### src/design/pdp_pkg.sv
// ----------------------------------------------------------------------------
// pdp_pkg
// Types and codes shared by the page delta payload parser modules.
// ----------------------------------------------------------------------------
`default_nettype none

package pdp_pkg;

  // Configuration register indexes
  localparam logic REG_DELTA_KIND = 1'b0;
  localparam logic REG_IMAGE_KIND = 1'b1;

  localparam logic [7:0] DELTA_KIND_RESET = 8'd1;
  localparam logic [7:0] IMAGE_KIND_RESET = 8'd2;

  // Result kinds
  localparam logic [2:0] RES_DELTA_HDR   = 3'd0;
  localparam logic [2:0] RES_IMAGE_HDR   = 3'd1;
  localparam logic [2:0] RES_DELTA_START = 3'd2;
  localparam logic [2:0] RES_DELTA_BYTE  = 3'd3;
  localparam logic [2:0] RES_IMAGE_BYTE  = 3'd4;
  localparam logic [2:0] RES_UNKNOWN     = 3'd5;
  localparam logic [2:0] RES_TRUNCATED   = 3'd6;

  localparam int unsigned QUEUE_DEPTH = 2;

  // One classified payload byte waiting for the parser
  typedef struct packed {
    logic [7:0] payload_byte;
    logic       final_byte;
    logic       is_delta;
    logic       is_image;
  } entry_t;

  typedef enum logic [8:0] {
    PH_KIND   = 9'b000000001,
    PH_DPAGE  = 9'b000000010,
    PH_DCOUNT = 9'b000000100,
    PH_DOFF   = 9'b000001000,
    PH_DSIZE  = 9'b000010000,
    PH_DDATA  = 9'b000100000,
    PH_IPAGE  = 9'b001000000,
    PH_IDATA  = 9'b010000000,
    PH_SKIP   = 9'b100000000
  } phase_t;

endpackage

`default_nettype wire

### src/design/pdp_in_if.sv
// ----------------------------------------------------------------------------
// pdp_in_if
// Payload byte channel: one byte and its end-of-payload flag per beat.
// ----------------------------------------------------------------------------
`default_nettype none

interface pdp_in_if;
  logic       valid;
  logic       ready;
  logic [7:0] payload_byte;
  logic       final_byte;

  modport source (output valid, output payload_byte, output final_byte, input ready);
  modport sink   (input valid, input payload_byte, input final_byte, output ready);
endinterface

`default_nettype wire

### src/design/pdp_out_if.sv
// ----------------------------------------------------------------------------
// pdp_out_if
// Parser result channel: one decoded result per beat.
// ----------------------------------------------------------------------------
`default_nettype none

interface pdp_out_if;
  logic        valid;
  logic        ready;
  logic [2:0]  result_kind;
  logic [63:0] page_number;
  logic [15:0] delta_total;
  logic [15:0] delta_position;
  logic [15:0] delta_length;
  logic [7:0]  data_value;
  logic        payload_end;

  modport source (output valid, output result_kind, output page_number,
                  output delta_total, output delta_position, output delta_length,
                  output data_value, output payload_end, input ready);
  modport sink   (input valid, input result_kind, input page_number,
                  input delta_total, input delta_position, input delta_length,
                  input data_value, input payload_end, output ready);
endinterface

`default_nettype wire

### src/design/pdp_front.sv
// ----------------------------------------------------------------------------
// pdp_front
// Holds the kind code registers, accepts payload bytes and tags each one
// with its kind code matches before it enters the queue.
// ----------------------------------------------------------------------------
`default_nettype none

module pdp_front (
  input  wire logic          clk,
  input  wire logic          rst,
  input  wire logic          cfg_we,
  input  wire logic          cfg_index,
  input  wire logic [7:0]    cfg_wdata,
  pdp_in_if.sink             payload,
  input  wire logic          full,
  output logic               push,
  output pdp_pkg::entry_t    push_entry
);

  logic [7:0] delta_kind_code;
  logic [7:0] image_kind_code;

  always_ff @(posedge clk) begin
    if (rst) begin
      delta_kind_code <= pdp_pkg::DELTA_KIND_RESET;
      image_kind_code <= pdp_pkg::IMAGE_KIND_RESET;
    end else if (cfg_we) begin
      case (cfg_index)
        pdp_pkg::REG_DELTA_KIND: delta_kind_code <= cfg_wdata;
        pdp_pkg::REG_IMAGE_KIND: image_kind_code <= cfg_wdata;
        default: ;
      endcase
    end
  end

  assign payload.ready = !full;
  assign push          = payload.valid && !full;

  always_comb begin
    push_entry.payload_byte = payload.payload_byte;
    push_entry.final_byte   = payload.final_byte;
    push_entry.is_delta     = (payload.payload_byte == delta_kind_code);
    push_entry.is_image     = (payload.payload_byte == image_kind_code);
  end

endmodule

`default_nettype wire

### src/design/pdp_queue.sv
// ----------------------------------------------------------------------------
// pdp_queue
// Two-entry queue between the byte front end and the parser.
// ----------------------------------------------------------------------------
`default_nettype none

module pdp_queue (
  input  wire logic             clk,
  input  wire logic             rst,
  input  wire logic             push,
  input  wire pdp_pkg::entry_t  push_entry,
  output logic                  full,
  output logic                  q_valid,
  output pdp_pkg::entry_t       q_entry,
  input  wire logic             pop
);

  localparam int unsigned PtrW = $clog2(pdp_pkg::QUEUE_DEPTH);

  pdp_pkg::entry_t    mem [pdp_pkg::QUEUE_DEPTH];
  logic [PtrW-1:0]    wr_ptr;
  logic [PtrW-1:0]    rd_ptr;
  logic [PtrW:0]      count;

  assign full    = (count == (PtrW+1)'(pdp_pkg::QUEUE_DEPTH));
  assign q_valid = (count != '0);
  assign q_entry = mem[rd_ptr];

  always_ff @(posedge clk) begin
    if (push) begin
      mem[wr_ptr] <= push_entry;
    end
  end

  always_ff @(posedge clk) begin
    if (rst) begin
      wr_ptr <= '0;
      rd_ptr <= '0;
      count  <= '0;
    end else begin
      if (push) begin
        wr_ptr <= wr_ptr + 1'b1;
      end
      if (pop) begin
        rd_ptr <= rd_ptr + 1'b1;
      end
      case ({push, pop})
        2'b10:   count <= count + 1'b1;
        2'b01:   count <= count - 1'b1;
        default: count <= count;
      endcase
    end
  end

endmodule

`default_nettype wire

### src/design/pdp_back.sv
// ----------------------------------------------------------------------------
// pdp_back
// Payload parser: assembles the header and delta fields byte by byte and
// drives the result register.
// ----------------------------------------------------------------------------
`default_nettype none

module pdp_back (
  input  wire logic             clk,
  input  wire logic             rst,
  input  wire logic             q_valid,
  input  wire pdp_pkg::entry_t  q_entry,
  output logic                  pop,
  pdp_out_if.source             result
);

  pdp_pkg::phase_t phase, phase_next;
  logic [2:0]      field_cnt, field_cnt_next;
  logic [63:0]     page_acc, page_acc_next;
  logic [15:0]     deltas_left, deltas_left_next;
  logic [15:0]     offset_acc, offset_acc_next;
  logic [15:0]     bytes_left, bytes_left_next;

  logic            emit;
  logic [2:0]      res_kind;
  logic [63:0]     res_page;
  logic [15:0]     res_total;
  logic [15:0]     res_pos;
  logic [15:0]     res_len;
  logic [7:0]      res_data;
  logic            res_end;

  logic [7:0]      b;
  logic [15:0]     deltas_dec;

  logic            out_valid;

  assign b          = q_entry.payload_byte;
  assign pop        = q_valid && (!out_valid || result.ready);
  assign deltas_dec = deltas_left - 16'd1;

  always_comb begin
    phase_next       = phase;
    field_cnt_next   = field_cnt;
    page_acc_next    = page_acc;
    deltas_left_next = deltas_left;
    offset_acc_next  = offset_acc;
    bytes_left_next  = bytes_left;
    emit      = 1'b0;
    res_kind  = pdp_pkg::RES_DELTA_HDR;
    res_page  = '0;
    res_total = '0;
    res_pos   = '0;
    res_len   = '0;
    res_data  = '0;
    res_end   = 1'b0;

    case (phase)
      pdp_pkg::PH_DPAGE, pdp_pkg::PH_IPAGE: begin
        page_acc_next[{field_cnt, 3'b000} +: 8] = b;
        if (field_cnt == 3'd7) begin
          field_cnt_next = '0;
          if (phase == pdp_pkg::PH_IPAGE) begin
            emit       = 1'b1;
            res_kind   = pdp_pkg::RES_IMAGE_HDR;
            res_page   = page_acc_next;
            phase_next = pdp_pkg::PH_IDATA;
          end else begin
            phase_next = pdp_pkg::PH_DCOUNT;
          end
        end else begin
          field_cnt_next = field_cnt + 3'd1;
        end
      end
      pdp_pkg::PH_DCOUNT: begin
        if (field_cnt == 3'd0) begin
          deltas_left_next = {8'h00, b};
          field_cnt_next   = 3'd1;
        end else begin
          deltas_left_next = {b, deltas_left[7:0]};
          field_cnt_next   = '0;
          emit       = 1'b1;
          res_kind   = pdp_pkg::RES_DELTA_HDR;
          res_page   = page_acc;
          res_total  = deltas_left_next;
          phase_next = (deltas_left_next == '0) ? pdp_pkg::PH_SKIP : pdp_pkg::PH_DOFF;
        end
      end
      pdp_pkg::PH_DOFF: begin
        if (field_cnt == 3'd0) begin
          offset_acc_next = {8'h00, b};
          field_cnt_next  = 3'd1;
        end else begin
          offset_acc_next = {b, offset_acc[7:0]};
          field_cnt_next  = '0;
          phase_next      = pdp_pkg::PH_DSIZE;
        end
      end
      pdp_pkg::PH_DSIZE: begin
        if (field_cnt == 3'd0) begin
          bytes_left_next = {8'h00, b};
          field_cnt_next  = 3'd1;
        end else begin
          bytes_left_next = {b, bytes_left[7:0]};
          field_cnt_next  = '0;
          emit     = 1'b1;
          res_kind = pdp_pkg::RES_DELTA_START;
          res_pos  = offset_acc;
          res_len  = bytes_left_next;
          if (bytes_left_next == '0) begin
            // empty delta: close it now
            deltas_left_next = deltas_dec;
            phase_next = (deltas_dec == '0) ? pdp_pkg::PH_SKIP : pdp_pkg::PH_DOFF;
          end else begin
            phase_next = pdp_pkg::PH_DDATA;
          end
        end
      end
      pdp_pkg::PH_DDATA: begin
        emit            = 1'b1;
        res_kind        = pdp_pkg::RES_DELTA_BYTE;
        res_data        = b;
        bytes_left_next = bytes_left - 16'd1;
        if (bytes_left_next == '0) begin
          deltas_left_next = deltas_dec;
          field_cnt_next   = '0;
          phase_next = (deltas_dec == '0) ? pdp_pkg::PH_SKIP : pdp_pkg::PH_DOFF;
        end
      end
      pdp_pkg::PH_IDATA: begin
        emit     = 1'b1;
        res_kind = pdp_pkg::RES_IMAGE_BYTE;
        res_data = b;
      end
      pdp_pkg::PH_SKIP: begin
      end
      default: begin
        // kind byte; delta wins when both codes match
        field_cnt_next = '0;
        page_acc_next  = '0;
        if (q_entry.is_delta) begin
          phase_next = pdp_pkg::PH_DPAGE;
        end else if (q_entry.is_image) begin
          phase_next = pdp_pkg::PH_IPAGE;
        end else begin
          emit       = 1'b1;
          res_kind   = pdp_pkg::RES_UNKNOWN;
          phase_next = pdp_pkg::PH_SKIP;
        end
      end
    endcase

    if (q_entry.final_byte) begin
      if (phase_next != pdp_pkg::PH_SKIP && phase_next != pdp_pkg::PH_IDATA) begin
        // ended inside a field or with deltas still owed
        emit      = 1'b1;
        res_kind  = pdp_pkg::RES_TRUNCATED;
        res_page  = '0;
        res_total = '0;
        res_pos   = '0;
        res_len   = '0;
        res_data  = '0;
      end
      res_end          = emit;
      phase_next       = pdp_pkg::PH_KIND;
      field_cnt_next   = '0;
      page_acc_next    = '0;
      deltas_left_next = '0;
      offset_acc_next  = '0;
      bytes_left_next  = '0;
    end
  end

  always_ff @(posedge clk) begin
    if (rst) begin
      phase       <= pdp_pkg::PH_KIND;
      field_cnt   <= '0;
      page_acc    <= '0;
      deltas_left <= '0;
      offset_acc  <= '0;
      bytes_left  <= '0;
      out_valid   <= 1'b0;
    end else begin
      if (pop) begin
        phase       <= phase_next;
        field_cnt   <= field_cnt_next;
        page_acc    <= page_acc_next;
        deltas_left <= deltas_left_next;
        offset_acc  <= offset_acc_next;
        bytes_left  <= bytes_left_next;
        out_valid   <= emit;
      end else if (result.ready) begin
        out_valid <= 1'b0;
      end
    end
  end

  // Result payload register: load only when a new result is issued
  always_ff @(posedge clk) begin
    if (pop && emit) begin
      result.result_kind    <= res_kind;
      result.page_number    <= res_page;
      result.delta_total    <= res_total;
      result.delta_position <= res_pos;
      result.delta_length   <= res_len;
      result.data_value     <= res_data;
      result.payload_end    <= res_end;
    end
  end

  assign result.valid = out_valid;

endmodule

`default_nettype wire

### src/design/page_delta_payload_parser.sv
// ----------------------------------------------------------------------------
// page_delta_payload_parser
// Log payload parser: splits delta and full-image payloads into headers,
// delta starts and data bytes, and flags unknown kinds and truncation.
//
//   channel   dir  beat contents
//   payload   in   payload_byte, final_byte
//   result    out  result_kind, page_number, delta_total, delta_position,
//                  delta_length, data_value, payload_end
//   cfg       in   cfg_we, cfg_index, cfg_wdata (kind codes, write only)
//
// One byte per cycle sustained while results are taken; at most one result per
// byte, registered after its byte is accepted (queue write at acceptance, then
// parser state and result register when the parser pops the byte).
// The parser state register sets the rate: each popped byte updates it once.
// Synchronous reset clears the queue, parser state and result valid, and
// restores the kind codes to delta 1, image 2.
// A stalled result holds in its register; the two-entry queue keeps taking
// bytes until it fills.
// ----------------------------------------------------------------------------
`default_nettype none

module page_delta_payload_parser (
  input  wire logic       clk,
  input  wire logic       rst,
  input  wire logic       cfg_we,
  input  wire logic       cfg_index,
  input  wire logic [7:0] cfg_wdata,
  pdp_in_if.sink          payload,
  pdp_out_if.source       result
);

  logic             push;
  logic             full;
  logic             q_valid;
  logic             pop;
  pdp_pkg::entry_t  push_entry;
  pdp_pkg::entry_t  q_entry;

  pdp_front u_front (
    .clk        (clk),
    .rst        (rst),
    .cfg_we     (cfg_we),
    .cfg_index  (cfg_index),
    .cfg_wdata  (cfg_wdata),
    .payload    (payload),
    .full       (full),
    .push       (push),
    .push_entry (push_entry)
  );

  pdp_queue u_queue (
    .clk        (clk),
    .rst        (rst),
    .push       (push),
    .push_entry (push_entry),
    .full       (full),
    .q_valid    (q_valid),
    .q_entry    (q_entry),
    .pop        (pop)
  );

  pdp_back u_back (
    .clk     (clk),
    .rst     (rst),
    .q_valid (q_valid),
    .q_entry (q_entry),
    .pop     (pop),
    .result  (result)
  );

endmodule

`default_nettype wire
### src/flat_wrapper.sv
// flat-port wrapper written by rule: the top's interface ports become plain ports
module page_delta_payload_parser_flat 
  (clk, rst, cfg_we, cfg_index, cfg_wdata, payload_valid, payload_payload_byte, payload_final_byte, payload_ready, result_valid, result_result_kind, result_page_number, result_delta_total, result_delta_position, result_delta_length, result_data_value, result_payload_end, result_ready);
  pdp_in_if payload_i ();
  pdp_out_if result_i ();
  input  wire logic clk;
  input  wire logic rst;
  input  wire logic cfg_we;
  input  wire logic cfg_index;
  input  wire logic [7:0] cfg_wdata;
  input wire logic [$bits(payload_i.valid)-1:0] payload_valid;
  input wire logic [$bits(payload_i.payload_byte)-1:0] payload_payload_byte;
  input wire logic [$bits(payload_i.final_byte)-1:0] payload_final_byte;
  output wire logic [$bits(payload_i.ready)-1:0] payload_ready;
  output wire logic [$bits(result_i.valid)-1:0] result_valid;
  output wire logic [$bits(result_i.result_kind)-1:0] result_result_kind;
  output wire logic [$bits(result_i.page_number)-1:0] result_page_number;
  output wire logic [$bits(result_i.delta_total)-1:0] result_delta_total;
  output wire logic [$bits(result_i.delta_position)-1:0] result_delta_position;
  output wire logic [$bits(result_i.delta_length)-1:0] result_delta_length;
  output wire logic [$bits(result_i.data_value)-1:0] result_data_value;
  output wire logic [$bits(result_i.payload_end)-1:0] result_payload_end;
  input wire logic [$bits(result_i.ready)-1:0] result_ready;
  assign payload_i.valid = payload_valid;
  assign payload_i.payload_byte = payload_payload_byte;
  assign payload_i.final_byte = payload_final_byte;
  assign payload_ready = payload_i.ready;
  assign result_valid = result_i.valid;
  assign result_result_kind = result_i.result_kind;
  assign result_page_number = result_i.page_number;
  assign result_delta_total = result_i.delta_total;
  assign result_delta_position = result_i.delta_position;
  assign result_delta_length = result_i.delta_length;
  assign result_data_value = result_i.data_value;
  assign result_payload_end = result_i.payload_end;
  assign result_i.ready = result_ready;
  page_delta_payload_parser u_core (.clk(clk), .rst(rst), .cfg_we(cfg_we), .cfg_index(cfg_index), .cfg_wdata(cfg_wdata), .payload(payload_i), .result(result_i));
endmodule
### config.mk
export PLATFORM = sky130hd
export DESIGN_NAME = page_delta_payload_parser_flat
export DESIGN_NICKNAME = d
export VERILOG_FILES = /design/src/design/pdp_pkg.sv /design/src/design/pdp_in_if.sv /design/src/design/pdp_out_if.sv /design/src/design/pdp_front.sv /design/src/design/pdp_queue.sv /design/src/design/pdp_back.sv /design/src/design/page_delta_payload_parser.sv /design/src/flat_wrapper.sv
export SDC_FILE = /design/constraint.sdc
export NUM_CORES = 1
export LEC_CHECK = 0
export ABC_AREA = 1
export BUFFER_PORTS_ARGS = -buffer_cell sky130_fd_sc_hd__buf_2
export CAP_MARGIN = 20
export CORE_ASPECT_RATIO = 0.75
export CORE_MARGIN = 5
export CORE_UTILIZATION = 40
export DETAILED_ROUTE_END_ITERATION = 7
export PLACE_DENSITY = 0.56
export SYNTH_ARGS = -nofsm -noshare
export SYNTH_HDL_FRONTEND = slang
export SYNTH_SLANG_ARGS = --single-unit
### constraint.sdc
create_clock -name clk -period 7.26 [get_ports clk]
set_input_delay 0.363 -clock clk [delete_from_list [all_inputs] [get_ports clk]]
set_output_delay 0.363 -clock clk [all_outputs]
set_load 0.02 [all_outputs]
==> results of run 1 <==
cell type report:
class | instances | area share [%]
multi-input combinational | 1186 | 36.39
inverter | 108 | 2.544
antenna | 1 | 0.01556
tap | 457 | 3.555
clock inverter | 20 | 1.634
sequential | 292 | 45.43
timing repair buffer | 167 | 5.523
clock buffer | 35 | 4.909
path summary, 6_finish.rpt:
check	to	slack [ns]	cells after the start
setup / recovery	u_core.u_back.result.delta_total[8]$_DFFE_PP_	2.62	12
hold / removal	u_core.u_front.image_kind_code[1]$_SDFFE_PP1P_	0.04	3
setup reg to reg	u_core.u_back.result.delta_total[8]$_DFFE_PP_	2.62	12
hold reg to reg	flip-flop	0.46	1
cells in the mapped netlist (7+ instances only):
cell type    n
nand2_1    285
nand4_1     15
o22ai_1     10
dfxtp_1    146
o21bai_1     8
nand3_1     57
a22oi_1     54
xnor2_1     19
inv_1      100
xor2_1       9
edfxtp_1   146
nor3_1      66
nor2_2      29
nor2_1     295
o211ai_1     7
o21ai_0    130
clkbuf_1    58
ha_1         9
a211oi_1    10
buf_1        7
a21oi_1    134
nand2_2      7
buf_2       20
logic make-up after synthesis:
group           share of synthesized area (%)
mux                                    0.2153
buf+inv                                 5.813
flops                                   52.39
simple gates                            23.90
fa+ha+maj                              0.8073
xor+xnor                                1.758
compound gates                          15.12
tightest hold or removal path, cell delays in order:
cell	delay, ns
buf_2	0.10
nand2_1	0.05
nand3_1	0.05
through the flow:
step           worst slack (ns)  utilization (%)
4_1_cts                   2.643            46.55
3_3_place_gp              2.698            43.47
3_5_place_dp              2.673            43.47
6_report                  2.620            46.56
5_1_grt                   2.271            46.56
2_1_floorplan             2.809                -
what timing repair did:
item / in CTS / in global routing
hold buffers: 1 / 0
gates resized for setup: 0 / 0
hold endpoints to repair: 2 / 0
metal layers:
layer  up-vias  track usage [%]
met5         -                0
met4         0            3.104
met3        37            3.805
met2       340            29.58
met1      5580            31.30
li1       5918                -
placed cells by master (no fill, tap or decap), drive strengths merged, types with 10 or more instances in the layout:
| cell | count |
|---|---|
| a211oi | 12 |
| a21oi | 137 |
| a22oi | 54 |
| buf | 166 |
| clkbuf | 35 |
| clkinv | 16 |
| dfxtp | 146 |
| edfxtp | 146 |
| inv | 104 |
| nand2 | 292 |
| nand3 | 60 |
| nand4 | 16 |
| nor2 | 328 |
| nor3 | 69 |
| o21ai | 135 |
| o22ai | 10 |
| xnor2 | 19 |
power by group through the flow:
stage | Clock [mW] | Sequential (mW) | Combinational (mW)
after global placement | 0 | 2.72 | 3.29
after CTS | 1.68 | 2.70 | 3.35
after detailed placement | 0 | 2.73 | 3.33
after floorplan | 0 | 3.02 | 2.09
after global routing | 1.75 | 2.77 | 3.74
final | 1.64 | 2.70 | 3.37
==> run metrics, run 1 <==
status completed; Die Y 171.7 um; internal power 4.293 mW; Worst Setup End Kind flip-flop; # setup viols final 0; power share of the clock group 21.3%; CP arrival 4.84 ns; Vias 11.88k; clk root buf clkbuf_16; clk sinks 292; Seq/Total Area, Yosys 52.39%; Max Buffers Root-to-Sink 3; remaining antenna violation count after routing 0; setup TNS 0 ns; Comb power frac 43.7%; worst path cell trace inv_1 > ha_1 > ha_1 > nor2_4 > buf_4 > nor4_1 > nand2_1 > nand2_1 > nand2_1 > nand2_1 > inv_4 > buf_4; critical path class flip-flop to flip-flop; DR WL met3 2826 um; Slew Limit Fails 0; wire length on met2 16,740 um; most frequent cell on the critical path nand2_1; fmax 215.5 MHz; Worst Setup SP u_core.u_back.field_cnt[0]$_SDFFE_PP0P_; leakage power 6.191 nW; CTS tree yes; total power 7.715 mW; CP Buf/Inv Count 4; CTS H-tree lvls 1; Top Metal Used met4; vias in the first global route 11.20k; PortBufs 148; r2r startpoint u_core.u_back.field_cnt[0]$_SDFFE_PP0P_; Die ar. 38,740 um2; Post-Layout Cell Count 2,266; largest net degree at the start of global routing 78; Cell Rows 59; Mapped Area 13,950 um2; Core Region 34,550 um2; final hold vios 0; max cap viols 0; worst-skew pair later-pin latency 0.57 ns; Max VDD drop 0.0002020 V; Startpoint Class flip-flop; CP max FO 67; GRT Util Overall 20.10%; GP Congestion 0.9248; Clock Pin Slew Worst Setup and Hold Paths 0.06 ns; Hold Slack 0.04346 ns; mean post-synth cell area 8.322 um2; multi-input logic area 5853 um2; TritonRoute pass-1 iters 5; Data required, critical path 7.46 ns; top cells by area, synth edfxtp_1 (31%), dfxtp_1 (21%), nor2_1 (7.9%); DRC 0; FF/Latch Area 7307 um2; Layout area overhead 15.31%; hold path startpoint cfg_wdata[1]; count of different cell masters after synthesis 50; Sw Share 44.35%; gr ovfl total 0; Yosys top cell area share 31.43%; M1 WL 19,890 um; CTS buffer count 30; cell taking the most area after synthesis edfxtp_1; # fillers 3,351; power density over cell area 479.7 nW/um2; CP delay by family, top buffers and inverters; initial DRC count 1,106; HPWL Detailed 26,790 um; dominant synthesized flop cell edfxtp_1; placed cell count 2,209; via/cell ratio 5.241; Slew headroom 28.77%; Final nets 1,817; syn_nets 1,708; final instance area 16,080 um2; P_sw 3.422 mW; Die W 225.6 um; Slowest-stage cell, CP buf_4; yosys warns 0; Flop pwr share 35.0%; ys async rst share 0%; Cells after Synth 1,676; Largest regs u_core.u_back.page_acc (64), u_core.u_back.result.page_number (64), u_core.u_queue.mem (22); RSZ-0062 raised after global routing false; Boundary Pins 149; WL/cell 17.64 um; ratio of final minimum period to clock period 63.91%; Clock Skew 0.02413 ns; post-CTS setup buffers 0; Post-DP Area 15,020 um2; fraction of layout instances using a drive strength above 1 15.27%; global-route wire length before repair 62,890 um; FF+latch count, synth 292; Final min period 4.640 ns; Post-synth EDFFs 146; final wirelength 39,980 um; initial antenna violation count 1; Starting Density 40.37%; Worst Tran Pin Value 1.061 ns; crit-path max cell delay 0.70 ns; worst min path class input port to flip-flop
(Power assumes the default switching activity.)
==> run 2: changes to the inputs <==
clock period = 4.5 ns   (was 7.26 ns; I/O delays follow)
==> run 2 against run 1 <==
Compared with the run above: critical path type unchanged; via count grew 1.4%; combinational power grew 63%; highest routed layer unchanged; largest power group unchanged; critical endpoint is now u_core.u_back.result.page_number[36]$_DFFE_PP_; cell area up 1.8%; total power up 63%; clock-buffer cell count shrank 1; utilization rose by 0.85 points.
==> run metrics, run 2 (synthesis gave the netlist of run 1 again) <==
Final min period 3.744 ns (was 4.640 ns); Startpoint Class flip-flop (unchanged); CTS tree yes (unchanged); n_diodes 0 (was 1); TritonRoute pass-1 iters 5 (unchanged); worst-skew pair later-pin latency 0.59 ns (was 0.57 ns); Slew headroom 36.66% (was 28.77%); Max Buffers Root-to-Sink 3 (unchanged); post-CTS setup buffers 0 (unchanged); DRC 0 (unchanged); most common cell after layout, fill and taps aside nor2_1 (unchanged); Data required, critical path 4.81 ns (was 7.46 ns); Starting Density 40.37% (unchanged); largest net degree at the start of global routing 76 (was 78); Cell Rows 59 (unchanged); Die ar. 38,740 um2 (unchanged); via/cell ratio 5.258 (was 5.241); max cap viols 0 (unchanged); WL/cell 17.62 um (was 17.64 um); vias in the first global route 11.18k (was 11.20k); setup TNS 0 ns (unchanged); Vias 12.05k (was 11.88k); Worst Setup End Kind flip-flop (unchanged); Largest regs u_core.u_back.page_acc (64), u_core.u_back.result.page_number (64), u_core.u_queue.mem (22) (unchanged); initial DRC count 1,191 (was 1,106); clk root buf clkbuf_16 (unchanged); most frequent cells in the layout nor2_1 (292), nand2_1 (285), buf_2 (147) (unchanged); HPWL Detailed 26,780 um (was 26,790 um); final hold vios 0 (unchanged); fmax 267.1 MHz (was 215.5 MHz); Die W 225.6 um (unchanged); total power 12.58 mW (was 7.715 mW); leakage power 6.320 nW (was 6.191 nW); CP max FO 32 (was 67); gr ovfl total 0 (unchanged); GP Congestion 0.8814 (was 0.9248); Slew Limit Fails 0 (unchanged); status completed (unchanged); CTS buffer count 30 (unchanged); Final nets 1,842 (was 1,817); Clock Pin Slew Worst Setup and Hold Paths 0.06 ns (about the same); initial antenna violation count 1 (unchanged); critical path class flip-flop to flip-flop (unchanged); GRT Util Overall 20.14% (was 20.10%); final wirelength 40,370 um (was 39,980 um); Layout area overhead 17.41% (was 15.31%); Boundary Pins 149 (unchanged); RSZ-0062 raised after global routing false (unchanged); CP arrival 4.05 ns (was 4.84 ns); # setup viols final 0 (unchanged); Core Region 34,550 um2 (unchanged); CTS H-tree lvls 1 (unchanged); post-cts sizing count 0 (unchanged); Clock Skew 0.02914 ns (was 0.02413 ns); Worst Tran Pin Value 0.9466 ns (was 1.061 ns); worst min path class input port to flip-flop (unchanged); Die Y 171.7 um (unchanged); clk sinks 292 (unchanged); fraction of layout instances using a drive strength above 1 15.70% (was 15.27%); ratio of final minimum period to clock period 83.19% (was 63.91%); PortBufs 148 (unchanged); CTS Hold Bufs 19 (was 1); Max VDD drop 0.0003836 V (was 0.0002020 V); power density over cell area 768.4 nW/um2 (was 479.7 nW/um2); remaining antenna violation count after routing 0 (unchanged); global-route wire length before repair 62,890 um (about the same)
-- run 2: final timing paths --
check	start	to	slack, ns	cells past startpoint
max reg2reg	flip-flop	u_core.u_back.result.page_number[36]$_DFFE_PP_	0.76	10
max	flip-flop	u_core.u_back.result.page_number[36]$_DFFE_PP_	0.76	10
min reg2reg	u_core.u_back.offset_acc[4]$_SDFFE_PP0P_	u_core.u_back.offset_acc[4]$_SDFFE_PP0P_	0.46	2
min	cfg_index	u_core.u_front.delta_kind_code[0]$_SDFFE_PP1P_	0.04	4
-- run 2: power breakdown --
group          total [mW]  leakage, nW  internal [mW]  switching (mW)
logic                5.50         3.20           1.55            3.95
clock network        2.75        0.523           1.64            1.11
registers            4.34         2.60           3.83           0.513
-- run 2: metal layers --
metal	vias up	track usage (%)	wire (um)
li1	5960	-	-
met1	5674	31.85	20440
met2	363	28.74	16310
met3	49	3.464	2812
met4	0	4.261	805
met5	-	0	0
-- run 2: cell type report --
cell class | instances | area (um2)
Clock inverter | 22 | 324.1
Timing Repair Buffer | 192 | 1146
Multi-Input combinational cell | 1186 | 5853
Sequential cell | 292 | 7307
Fill cell | 3338 | 18170
Inverter | 108 | 409.1
Tap cell | 457 | 571.8
Clock buffer | 34 | 765.7
-- run 2: worst max-delay path, cell delays in order (launching register included) --
cell     delay [ns]
dfxtp_1        0.70
nand2_1        0.10
nand2_1        0.28
inv_2          0.19
nand3_1        0.17
nor3_4         0.08
a31oi_1        0.36
nand4_4        0.24
nor2_4         0.75
buf_4          0.48
nor2_1         0.10
-- run 2: metrics by stage --
stage | setup WS, ns | instance area [um2] | utilization, % | instances | hold slack, ns
2_1_floorplan | 0.04857 | 13950 | - | 1676 | 0.3239
6_report | 0.7563 | 16380 | 47.40 | 2291 | 0.04485
5_1_grt | 0.4930 | 16380 | 47.40 | 2291 | 0.08286
3_5_place_dp | 0.7189 | 15090 | 43.68 | 2215 | 0.4456
3_3_place_gp | 0.8267 | 15090 | 43.68 | 2215 | 0.4382
4_1_cts | 0.7614 | 16370 | 47.38 | 2290 | 0.03296
